## src/rtl/core/ps2mt_pkg.sv

```systemverilog
// shared types and constants for the ps/2 mouse packet tracker
`default_nettype none

package ps2mt_pkg;

    localparam int POSITION_BITS_DEFAULT = 32;
    localparam int COUNT_BITS_DEFAULT    = 32;

    localparam int POS_OUT_BITS   = 32;
    localparam int COUNT_OUT_BITS = 32;
    localparam int BYTE_BITS      = 8;
    localparam int DY_OUT_BITS    = 9;

    localparam logic [BYTE_BITS-1:0] SYNC_MASK     = 8'h08;
    localparam logic [BYTE_BITS-1:0] OVERFLOW_MASK = 8'hC0;

    localparam int LEFT_BIT   = 0;
    localparam int RIGHT_BIT  = 1;
    localparam int MIDDLE_BIT = 2;

    typedef struct packed {
        logic                 left;
        logic                 right;
        logic                 middle;
        logic [BYTE_BITS-1:0] x_byte;
        logic [BYTE_BITS-1:0] y_byte;
    } packet_t;

endpackage

`default_nettype wire

```

## src/rtl/core/ps2mt_framer.sv

```systemverilog
// byte framing: sync on header, collect three-byte packets, drop overflow packets
`default_nettype none

module ps2mt_framer
    import ps2mt_pkg::*;
(
    input  wire logic                 aclk,
    input  wire logic                 aresetn,
    input  wire logic                 s_valid,
    output logic                      s_ready,
    input  wire logic [BYTE_BITS-1:0] s_rx_byte,
    output logic                      pkt_valid,
    input  wire logic                 pkt_ready,
    output packet_t                   pkt
);

    localparam logic [1:0] POS_HEADER = 2'd0;
    localparam logic [1:0] POS_X      = 2'd1;
    localparam logic [1:0] POS_Y      = 2'd2;

    logic [1:0]           pos_reg, pos_next;
    logic [BYTE_BITS-1:0] header_reg, header_next;
    logic [BYTE_BITS-1:0] xbyte_reg, xbyte_next;
    logic                 pkt_valid_reg, pkt_valid_next;
    packet_t              pkt_reg, pkt_next;
    logic                 byte_xfer;

    assign s_ready   = !pkt_valid_reg || pkt_ready;
    assign byte_xfer = s_valid && s_ready;
    assign pkt_valid = pkt_valid_reg;
    assign pkt       = pkt_reg;

    always_comb begin
        pos_next       = pos_reg;
        header_next    = header_reg;
        xbyte_next     = xbyte_reg;
        pkt_next       = pkt_reg;
        pkt_valid_next = pkt_valid_reg && !pkt_ready;
        if (byte_xfer) begin
            unique case (pos_reg)
                POS_HEADER: begin
                    if ((s_rx_byte & SYNC_MASK) != '0) begin
                        header_next = s_rx_byte;
                        pos_next    = POS_X;
                    end
                end
                POS_X: begin
                    xbyte_next = s_rx_byte;
                    pos_next   = POS_Y;
                end
                default: begin
                    // third byte, also covers the unused position code
                    pos_next = POS_HEADER;
                    if ((header_reg & OVERFLOW_MASK) == '0) begin
                        pkt_valid_next  = 1'b1;
                        pkt_next.left   = header_reg[LEFT_BIT];
                        pkt_next.right  = header_reg[RIGHT_BIT];
                        pkt_next.middle = header_reg[MIDDLE_BIT];
                        pkt_next.x_byte = xbyte_reg;
                        pkt_next.y_byte = s_rx_byte;
                    end
                end
            endcase
        end
    end

    always_ff @(posedge aclk) begin
        if (!aresetn) begin
            pos_reg       <= POS_HEADER;
            pkt_valid_reg <= 1'b0;
        end else begin
            pos_reg       <= pos_next;
            pkt_valid_reg <= pkt_valid_next;
        end
        header_reg <= header_next;
        xbyte_reg  <= xbyte_next;
        pkt_reg    <= pkt_next;
    end

endmodule

`default_nettype wire

```

## src/rtl/core/ps2mt_accum.sv

```systemverilog
// position accumulators, packet counter and result register
`default_nettype none

module ps2mt_accum
    import ps2mt_pkg::*;
#(
    parameter int POSITION_BITS = POSITION_BITS_DEFAULT,
    parameter int COUNT_BITS    = COUNT_BITS_DEFAULT
) (
    input  wire logic                        aclk,
    input  wire logic                        aresetn,
    input  wire logic                        pkt_valid,
    output logic                             pkt_ready,
    input  wire packet_t                     pkt,
    output logic                             m_valid,
    input  wire logic                        m_ready,
    output logic signed [POS_OUT_BITS-1:0]   m_pos_x,
    output logic signed [POS_OUT_BITS-1:0]   m_pos_y,
    output logic                             m_left_pressed,
    output logic                             m_right_pressed,
    output logic                             m_middle_pressed,
    output logic        [COUNT_OUT_BITS-1:0] m_packets_seen,
    output logic signed [BYTE_BITS-1:0]      m_cursor_dx,
    output logic signed [DY_OUT_BITS-1:0]    m_cursor_dy
);

    logic signed [POSITION_BITS-1:0] x_total_reg, x_total_next;
    logic signed [POSITION_BITS-1:0] y_total_reg, y_total_next;
    logic        [COUNT_BITS-1:0]    count_reg, count_next;
    logic                            m_valid_reg, m_valid_next;
    logic                            left_reg, right_reg, middle_reg;
    logic signed [BYTE_BITS-1:0]     dx_reg;
    logic signed [DY_OUT_BITS-1:0]   dy_reg;
    logic signed [POSITION_BITS-1:0] dx_ext, dy_ext;
    logic                            pkt_xfer;

    assign pkt_ready = !m_valid_reg || m_ready;
    assign pkt_xfer  = pkt_valid && pkt_ready;

    assign dx_ext = {{(POSITION_BITS-BYTE_BITS){pkt.x_byte[BYTE_BITS-1]}}, pkt.x_byte};
    assign dy_ext = {{(POSITION_BITS-BYTE_BITS){pkt.y_byte[BYTE_BITS-1]}}, pkt.y_byte};

    always_comb begin
        x_total_next = x_total_reg;
        y_total_next = y_total_reg;
        count_next   = count_reg;
        m_valid_next = m_valid_reg && !m_ready;
        if (pkt_xfer) begin
            x_total_next = x_total_reg + dx_ext;
            y_total_next = y_total_reg + dy_ext;
            count_next   = count_reg + COUNT_BITS'(1);
            m_valid_next = 1'b1;
        end
    end

    always_ff @(posedge aclk) begin
        if (!aresetn) begin
            x_total_reg <= '0;
            y_total_reg <= '0;
            count_reg   <= '0;
            m_valid_reg <= 1'b0;
        end else begin
            x_total_reg <= x_total_next;
            y_total_reg <= y_total_next;
            count_reg   <= count_next;
            m_valid_reg <= m_valid_next;
        end
        if (pkt_xfer) begin
            left_reg   <= pkt.left;
            right_reg  <= pkt.right;
            middle_reg <= pkt.middle;
            dx_reg     <= pkt.x_byte;
            dy_reg     <= DY_OUT_BITS'(0) - {pkt.y_byte[BYTE_BITS-1], pkt.y_byte};
        end
    end

    assign m_valid          = m_valid_reg;
    assign m_pos_x          = POS_OUT_BITS'(x_total_reg);
    assign m_pos_y          = POS_OUT_BITS'(y_total_reg);
    assign m_packets_seen   = COUNT_OUT_BITS'(count_reg);
    assign m_left_pressed   = left_reg;
    assign m_right_pressed  = right_reg;
    assign m_middle_pressed = middle_reg;
    assign m_cursor_dx      = dx_reg;
    assign m_cursor_dy      = dy_reg;

endmodule

`default_nettype wire

```

## src/rtl/core/ps2_mouse_packet_tracker.sv

```systemverilog
// top level of the ps/2 mouse packet tracker
// usage:
//   s_ channel carries one byte of the mouse stream per transfer (s_rx_byte).
//   a byte with bit 3 clear is skipped while waiting for a header; the header,
//   the x byte and the y byte make up one packet.
//   a packet whose header has an overflow bit set gives no result; any other
//   packet updates the x/y position sums and the packet count and gives one
//   transfer on the m_ channel with position, buttons, count and cursor move.
//   the result shows on m_valid once the third byte's transfer has passed
//   through the framer's packet register and then the result register.
//   throughput: one byte per cycle while s_ready is high, set by the framer
//   step and the accumulator add; both stages hold a full register.
//   when the receiver stalls, the result holds, one more packet waits in the
//   framer register and then s_ready drops until the result is taken.
//   reset (aresetn low, synchronous) clears the byte position, the position
//   sums, the packet count and both valid flags.
`default_nettype none

module ps2_mouse_packet_tracker
    import ps2mt_pkg::*;
#(
    parameter int POSITION_BITS = POSITION_BITS_DEFAULT,
    parameter int COUNT_BITS    = COUNT_BITS_DEFAULT
) (
    input  wire logic                        aclk,
    input  wire logic                        aresetn,
    input  wire logic                        s_valid,
    output logic                             s_ready,
    input  wire logic [BYTE_BITS-1:0]        s_rx_byte,
    output logic                             m_valid,
    input  wire logic                        m_ready,
    output logic signed [POS_OUT_BITS-1:0]   m_pos_x,
    output logic signed [POS_OUT_BITS-1:0]   m_pos_y,
    output logic                             m_left_pressed,
    output logic                             m_right_pressed,
    output logic                             m_middle_pressed,
    output logic        [COUNT_OUT_BITS-1:0] m_packets_seen,
    output logic signed [BYTE_BITS-1:0]      m_cursor_dx,
    output logic signed [DY_OUT_BITS-1:0]    m_cursor_dy
);

    logic    pkt_valid;
    logic    pkt_ready;
    packet_t pkt;

    ps2mt_framer u_framer (
        .aclk      (aclk),
        .aresetn   (aresetn),
        .s_valid   (s_valid),
        .s_ready   (s_ready),
        .s_rx_byte (s_rx_byte),
        .pkt_valid (pkt_valid),
        .pkt_ready (pkt_ready),
        .pkt       (pkt)
    );

    ps2mt_accum #(
        .POSITION_BITS (POSITION_BITS),
        .COUNT_BITS    (COUNT_BITS)
    ) u_accum (
        .aclk             (aclk),
        .aresetn          (aresetn),
        .pkt_valid        (pkt_valid),
        .pkt_ready        (pkt_ready),
        .pkt              (pkt),
        .m_valid          (m_valid),
        .m_ready          (m_ready),
        .m_pos_x          (m_pos_x),
        .m_pos_y          (m_pos_y),
        .m_left_pressed   (m_left_pressed),
        .m_right_pressed  (m_right_pressed),
        .m_middle_pressed (m_middle_pressed),
        .m_packets_seen   (m_packets_seen),
        .m_cursor_dx      (m_cursor_dx),
        .m_cursor_dy      (m_cursor_dy)
    );

    // a waiting packet holds until the accumulator takes it
    a_pkt_hold: assert property (@(posedge aclk) disable iff (!aresetn)
        pkt_valid && !pkt_ready |=> pkt_valid && $stable(pkt))
        else $error("packet changed while stalled");

    // every packet transfer bumps the count by exactly one
    a_count_step: assert property (@(posedge aclk) disable iff (!aresetn)
        pkt_valid && pkt_ready |=>
            m_packets_seen == $past(m_packets_seen) + COUNT_OUT_BITS'(1))
        else $error("packet count did not step");

    // sums and count move only on a packet transfer
    a_sums_quiet: assert property (@(posedge aclk) disable iff (!aresetn)
        !(pkt_valid && pkt_ready) |=>
            $stable(m_pos_x) && $stable(m_pos_y) && $stable(m_packets_seen))
        else $error("sums moved without a packet");

    // a fresh result always comes with a new count
    a_result_new: assert property (@(posedge aclk) disable iff (!aresetn)
        $rose(m_valid) |-> m_packets_seen != $past(m_packets_seen))
        else $error("result without a counted packet");

endmodule

`default_nettype wire
```

## config.mk

```make
export PLATFORM = sky130hd
export DESIGN_NAME = ps2_mouse_packet_tracker
export DESIGN_NICKNAME = d
export VERILOG_FILES = /design/src/rtl/core/ps2mt_pkg.sv /design/src/rtl/core/ps2mt_framer.sv /design/src/rtl/core/ps2mt_accum.sv /design/src/rtl/core/ps2_mouse_packet_tracker.sv
export SDC_FILE = /design/constraint.sdc
export NUM_CORES = 1
export LEC_CHECK = 0
export BUFFER_PORTS_ARGS = -buffer_cell sky130_fd_sc_hd__buf_2
export CORE_MARGIN = 2
export CORE_UTILIZATION = 40
export DETAILED_ROUTE_END_ITERATION = 10
export GPL_TIMING_DRIVEN = 0
export PLACE_DENSITY = 0.6
export SETUP_SLACK_MARGIN = 0.2
export SLEW_MARGIN = 15
export SYNTH_ARGS = -nofsm -noshare
export SYNTH_HDL_FRONTEND = slang
export SYNTH_SLANG_ARGS = --single-unit
```

## constraint.sdc

```tcl
create_clock -name aclk -period 9.3 [get_ports aclk]
set_input_delay 1.86 -clock aclk [delete_from_list [all_inputs] [get_ports aclk]]
set_output_delay 1.86 -clock aclk [all_outputs]
set_load 0.005 [all_outputs]
```

=== Word-level counts from Yosys, hierarchy flattened ===
Index checks and enable logic that the tools add are counted.

* Add/sub/neg operators: 4
* Eq/ne operators: 2
* Muxes and demuxes: 6
* Bitwise gates (word level): 1
* Reductions and logical operators: 17

{| class="wikitable"
|+ Operator list
! cell !! count
|-
| $add 32x8->32 || 2
|-
| $add 32x1->32 const B || 1
|-
| $sub 1x8->9 const A || 1
|-
| $logic_not 8->1 || 1
|-
| $reduce_and 3->1 || 2
|-
| $logic_and 1x1->1 || 4
|-
| $logic_not 1->1 || 4
|-
| $mux 1 || 4
|-
| $pmux 2 s2 || 1
|-
| $reduce_and 2->1 || 2
|-
| $eq 2x1->1 const B || 1
|-
| $logic_not 2->1 || 1
|-
| $logic_or 1x1->1 || 2
|-
| $mux 2 || 1
|-
| $ne 2x2->1 const B || 1
|-
| $reduce_or 2->1 || 1
|-
| $not 1->1 || 1
|}

* Bits in registers: 154
* Input bits: 12
* Output and inout bits: 118

=== Longest topological paths before layout ===
* Depth in word-level cells: 7
* Mapped depth: 11
* Gate-level depth less buffers: 11

=== Cells and area by module ===
From an unflattened synthesis, not the netlist that was laid out.

* Cells, all modules: 928
* Area total of the unflattened synthesis: 8643.3 µm²

{| class="wikitable"
|+ By module, submodules not included
! module !! times used !! cells an instance !! area an instance (µm²) !! seq. area each (µm²)
|-
| ps2mt_accum || 1 || 879 || 7518.5 || 2542.4
|-
| ps2mt_framer || 1 || 49 || 1124.8 || 1021.0
|}

=== Least setup slack after synthesis ===
No wires, ideal clock.

* Path type: in2reg
* Start point: input m_ready
* End point: register u_framer.pkt_reg (netlist bit u_framer.pkt[0]), enable pin
* Library setup time: 0.454 ns
* Arrival: 4.377 ns
* Data required time: 8.846 ns
* Setup slack: 4.469 ns
* Stages on the path: 5
* Path through: nor2b_1 > and2_1 > inv_1 > nand2_1 > nor4b_1

* Word-level cells in the longest chain between the ends: 4

{| class="wikitable"
|+ RTL lines
! what !! RTL line !! source
|-
| start: declaration || ps2_mouse_packet_tracker.sv:31 || <nowiki>input wire logic m_ready,</nowiki>
|-
| $logic_or 1x1->1 || ps2mt_accum.sv:37 || <nowiki>assign pkt_ready = !m_valid_reg || m_ready;</nowiki>
|-
| $logic_or 1x1->1 || ps2mt_framer.sv:28 || <nowiki>assign s_ready = !pkt_valid_reg || pkt_ready;</nowiki>
|-
| net s_ready || ps2_mouse_packet_tracker.sv:28 || <nowiki>output logic s_ready,</nowiki>
|-
| $logic_and 1x1->1 || ps2mt_framer.sv:29 || <nowiki>assign byte_xfer = s_valid && s_ready;</nowiki>
|-
| $reduce_and 3->1 (no source line) || -- ||
|-
| end signal: assignment || ps2mt_framer.sv:77 || <nowiki>pkt_reg <= pkt_next;</nowiki>
|-
| end: declaration || ps2mt_framer.sv:25 || <nowiki>packet_t pkt_reg, pkt_next;</nowiki>
|}

The timed path passes the listed nets, and every way through them passes these cells.
A chain may end at the register's enable or synchronous reset.

=== Worst setup path in the final report ===
* Start point: input m_ready
* End point: output s_ready

* Word-level cells in the longest chain between the ends: 2

{| class="wikitable"
|+ RTL lines
! what !! RTL line
|-
| $logic_or 1x1->1 || ps2mt_accum.sv:37
|-
| $logic_or 1x1->1 || ps2mt_framer.sv:28
|-
| end: declaration || ps2_mouse_packet_tracker.sv:28
|}

No other way between the ends.

==> metrics.md <==
| Metric | Value |
|---|---|
| Status | `finished clean` |
| Cell area after placement | `9740 um^2` |
| Worst Skew | `9.64 ps` |
| Syn Std Cell Area | `8720 um^2` |
| Normalized max-slew margin | `0.222` |
| CP Capture Type | `output port` |
| FMAX | `228 MHz` |
| Drt total wl | `22000 um` |
| Number of global-route vias before repair | `6706` |
| Core Box Area | `21600 um^2` |
| Post-synth EDFFs | `52` |
| Pleak | `0.00456 uW` |
| Setup crit start kind | `primary input` |
| Synth top area share | `0.230` |
| Wire per inst | `16.0 um` |
| Drt initial violations | `327` |
| CTS max path bufs | `2` |
| Post-layout min period | `4390 ps` |
| Hold Buf Count CTS | `0` |
| Die Area | `23000 um^2` |
| Diodes inserted | `0` |
| Clock sink total | `152` |
| Via count | `7132` |
| Die X | `152 um` |
| Largest net degree at the start of global routing | `30` |
| First-pass GRT wire length | `34400 um` |
| Final hold vios | `0` |
| Ranking of synthesized cells by area | `dfxtp_1, edfxtp_1, ha_1, xnor2_1, and2_1` |
| #FFs+latches synth | `152` |
| Fillers | `2123` |
| First-pass iteration count of the detailed router | `4` |
| Clock Latency Late Sink | `430 ps` |
| NumNets Final | `1160` |
| Reg area | `3560 um^2` |
| Vias/cell | `5.19` |
| Post-synthesis cell count | `932` |
| Multi-input logic area | `4970 um^2` |
| Row Count | `54` |
| Slew Viols, Final | `0` |
| Post-route setup TNS | `0 ps` |
| Post-route ant nets | `0` |
| Hpwl dp | `16000 um` |
| Crit share post-route | `0.473` |
| Residual DRC | `0` |
| Top cell type by total area after synthesis | `dfxtp_1` |
| Overall Global Routing Usage | `0.192` |
| I/O Buffers | `129` |
| Die Y | `152 um` |
| Type of the tightest min-delay check | `register to register` |
| Final setup fails | `0` |
| Async set-reset flop share out of synthesis | `0` |
| Setup bufs post-CTS | `0` |
| Resize count post-CTS | `0` |
| Share of cells above drive strength 1 | `0.176` |
| PD cells | `135 nW/um^2` |
| Worst EP required | `7440 ps` |
| Worst vdd ir | `0.000110 V` |
| Mean Syn Cell Area | `9.36 um^2` |
| CP Data Arrival Time | `2530 ps` |
| I/O pin cnt | `130` |
| Power after layout | `1390 uW` |
| Syn_nets | `1010` |
| Setup ws final | `4910 ps` |
| RSZ-0062 raised after global routing | `no` |
| Sequential area share after synthesis | `0.409` |
| Max Fanout on Critical Path | `2` |
| Final Cell Area | `10300 um^2` |
| Synthesis Warnings | `0` |
| Total grt overflow | `0` |
| Clock-pin slew on the worst setup and hold paths | `60 ps` |
| Area Growth Syn to Fin | `18.3%` |
| Antenna violations before repair | `0` |
| Synth cell types | `69` |
| CP Class | `primary input to output port` |
| H-Tree Depth | `4` |
| Ys flop type | `dfxtp_1` |
| Routability-driven placement congestion ratio | `0.891` |
| Maxcap violations | `0` |
| Number of buffers created by CTS | `17` |
| CTS tree | `yes` |
| Root buffer cell | `clkbuf_16` |
| Dpl ws | `4950 ps` |
| Initial Util | `0.403` |
| Slew @ Worst Pin | `1170 ps` |
-- critical path, cell delays in order --
cell and delay, ps:
buf_2 100, nor2b_1 150, and2_1 200, inv_1 90, buf_2 130
-- routing by layer --
layer	GRT usage	part of all wire	up-vias
li1	-	-	3655
met1	0.262	0.48	3316
met2	0.310	0.46	136
met3	0.0329	0.042	25
met4	0.0639	0.019	0
met5	0	0	-
-- logic make-up after synthesis --
logic type	synth area share
AO/OA/AOI/OAI	0.184
flip-flops	0.409
adder cells (fa/ha/maj)	0.0964
AND/OR/NAND/NOR	0.197
multiplexers	0.00359
XOR/XNOR	0.0864
buffers and inverters	0.0237
-- stage by stage --
stage          cells   util  hold WS, ps
6_report        1375  0.477          417
5_1_grt         1375  0.477          427
4_1_cts         1375  0.477          419
3_5_place_dp    1343  0.450          405
3_3_place_gp    1341  0.449          402
2_1_floorplan    932      -          400
-- where the power goes --
part	switching [uW]	internal, uW	total [uW]	leakage [uW]
combinational	19.1	8.30	27.4	0.00301
clock	300	375	676	0.000269
sequential	1.86	688	690	0.00128
total	321	1070	1390	0.00456
-- cells in the mapped netlist, drive strengths merged (9+ instances only) --
library cell,n
a21boi,9
a21o,35
a21oi,54
a31oi,9
and2,67
and3,10
clkbuf,28
dfxtp,100
edfxtp,52
ha,64
inv,19
nand2,109
nand2b,11
nand3,40
nand4,14
nor2,26
nor2b,12
nor3,15
o21ai,80
xnor2,57
xor2,29
-- path summary, 6_finish.rpt --
| check | end | cells after the start | startpoint | slack, ps |
|---|---|---|---|---|
| hold reg to reg | u_framer.pkt[11] | 0 | u_framer.xbyte_reg[3] | 420 |
| setup reg to reg | u_accum.m_pos_x[28] | 11 | u_framer.pkt[15] | 5490 |
| hold / removal | u_framer.pkt[11] | 0 | u_framer.xbyte_reg[3] | 420 |
| setup / recovery | s_ready | 5 | m_ready | 4910 |
-- layout by cell type (no fill, tap or decap), types with 26 or more instances in the layout --
cell / synthesis / layout
clkbuf_1: 28 / 29
ha_1: 64 / 64
a21o_1: 35 / 35
nand2_1: 109 / 109
xnor2_1: 57 / 57
buf_2: 3 / 135
dfxtp_1: 100 / 100
and2_1: 66 / 66
o21ai_0: 75 / 75
nor2_1: 26 / 26
xor2_1: 29 / 29
nand3_1: 39 / 39
edfxtp_1: 52 / 52
a21oi_1: 53 / 53
-- cell type report --
class / instances / area share
Buffer: 35 / 0.0132
Clock buffer: 18 / 0.0416
Clock inverter: 14 / 0.0138
Inverter: 19 / 0.00691
Multi-Input combinational cell: 726 / 0.482
Sequential cell: 152 / 0.345
Tap cell: 280 / 0.0340
Timing Repair Buffer: 131 / 0.0636
Power figures use the tool's default switching activity.
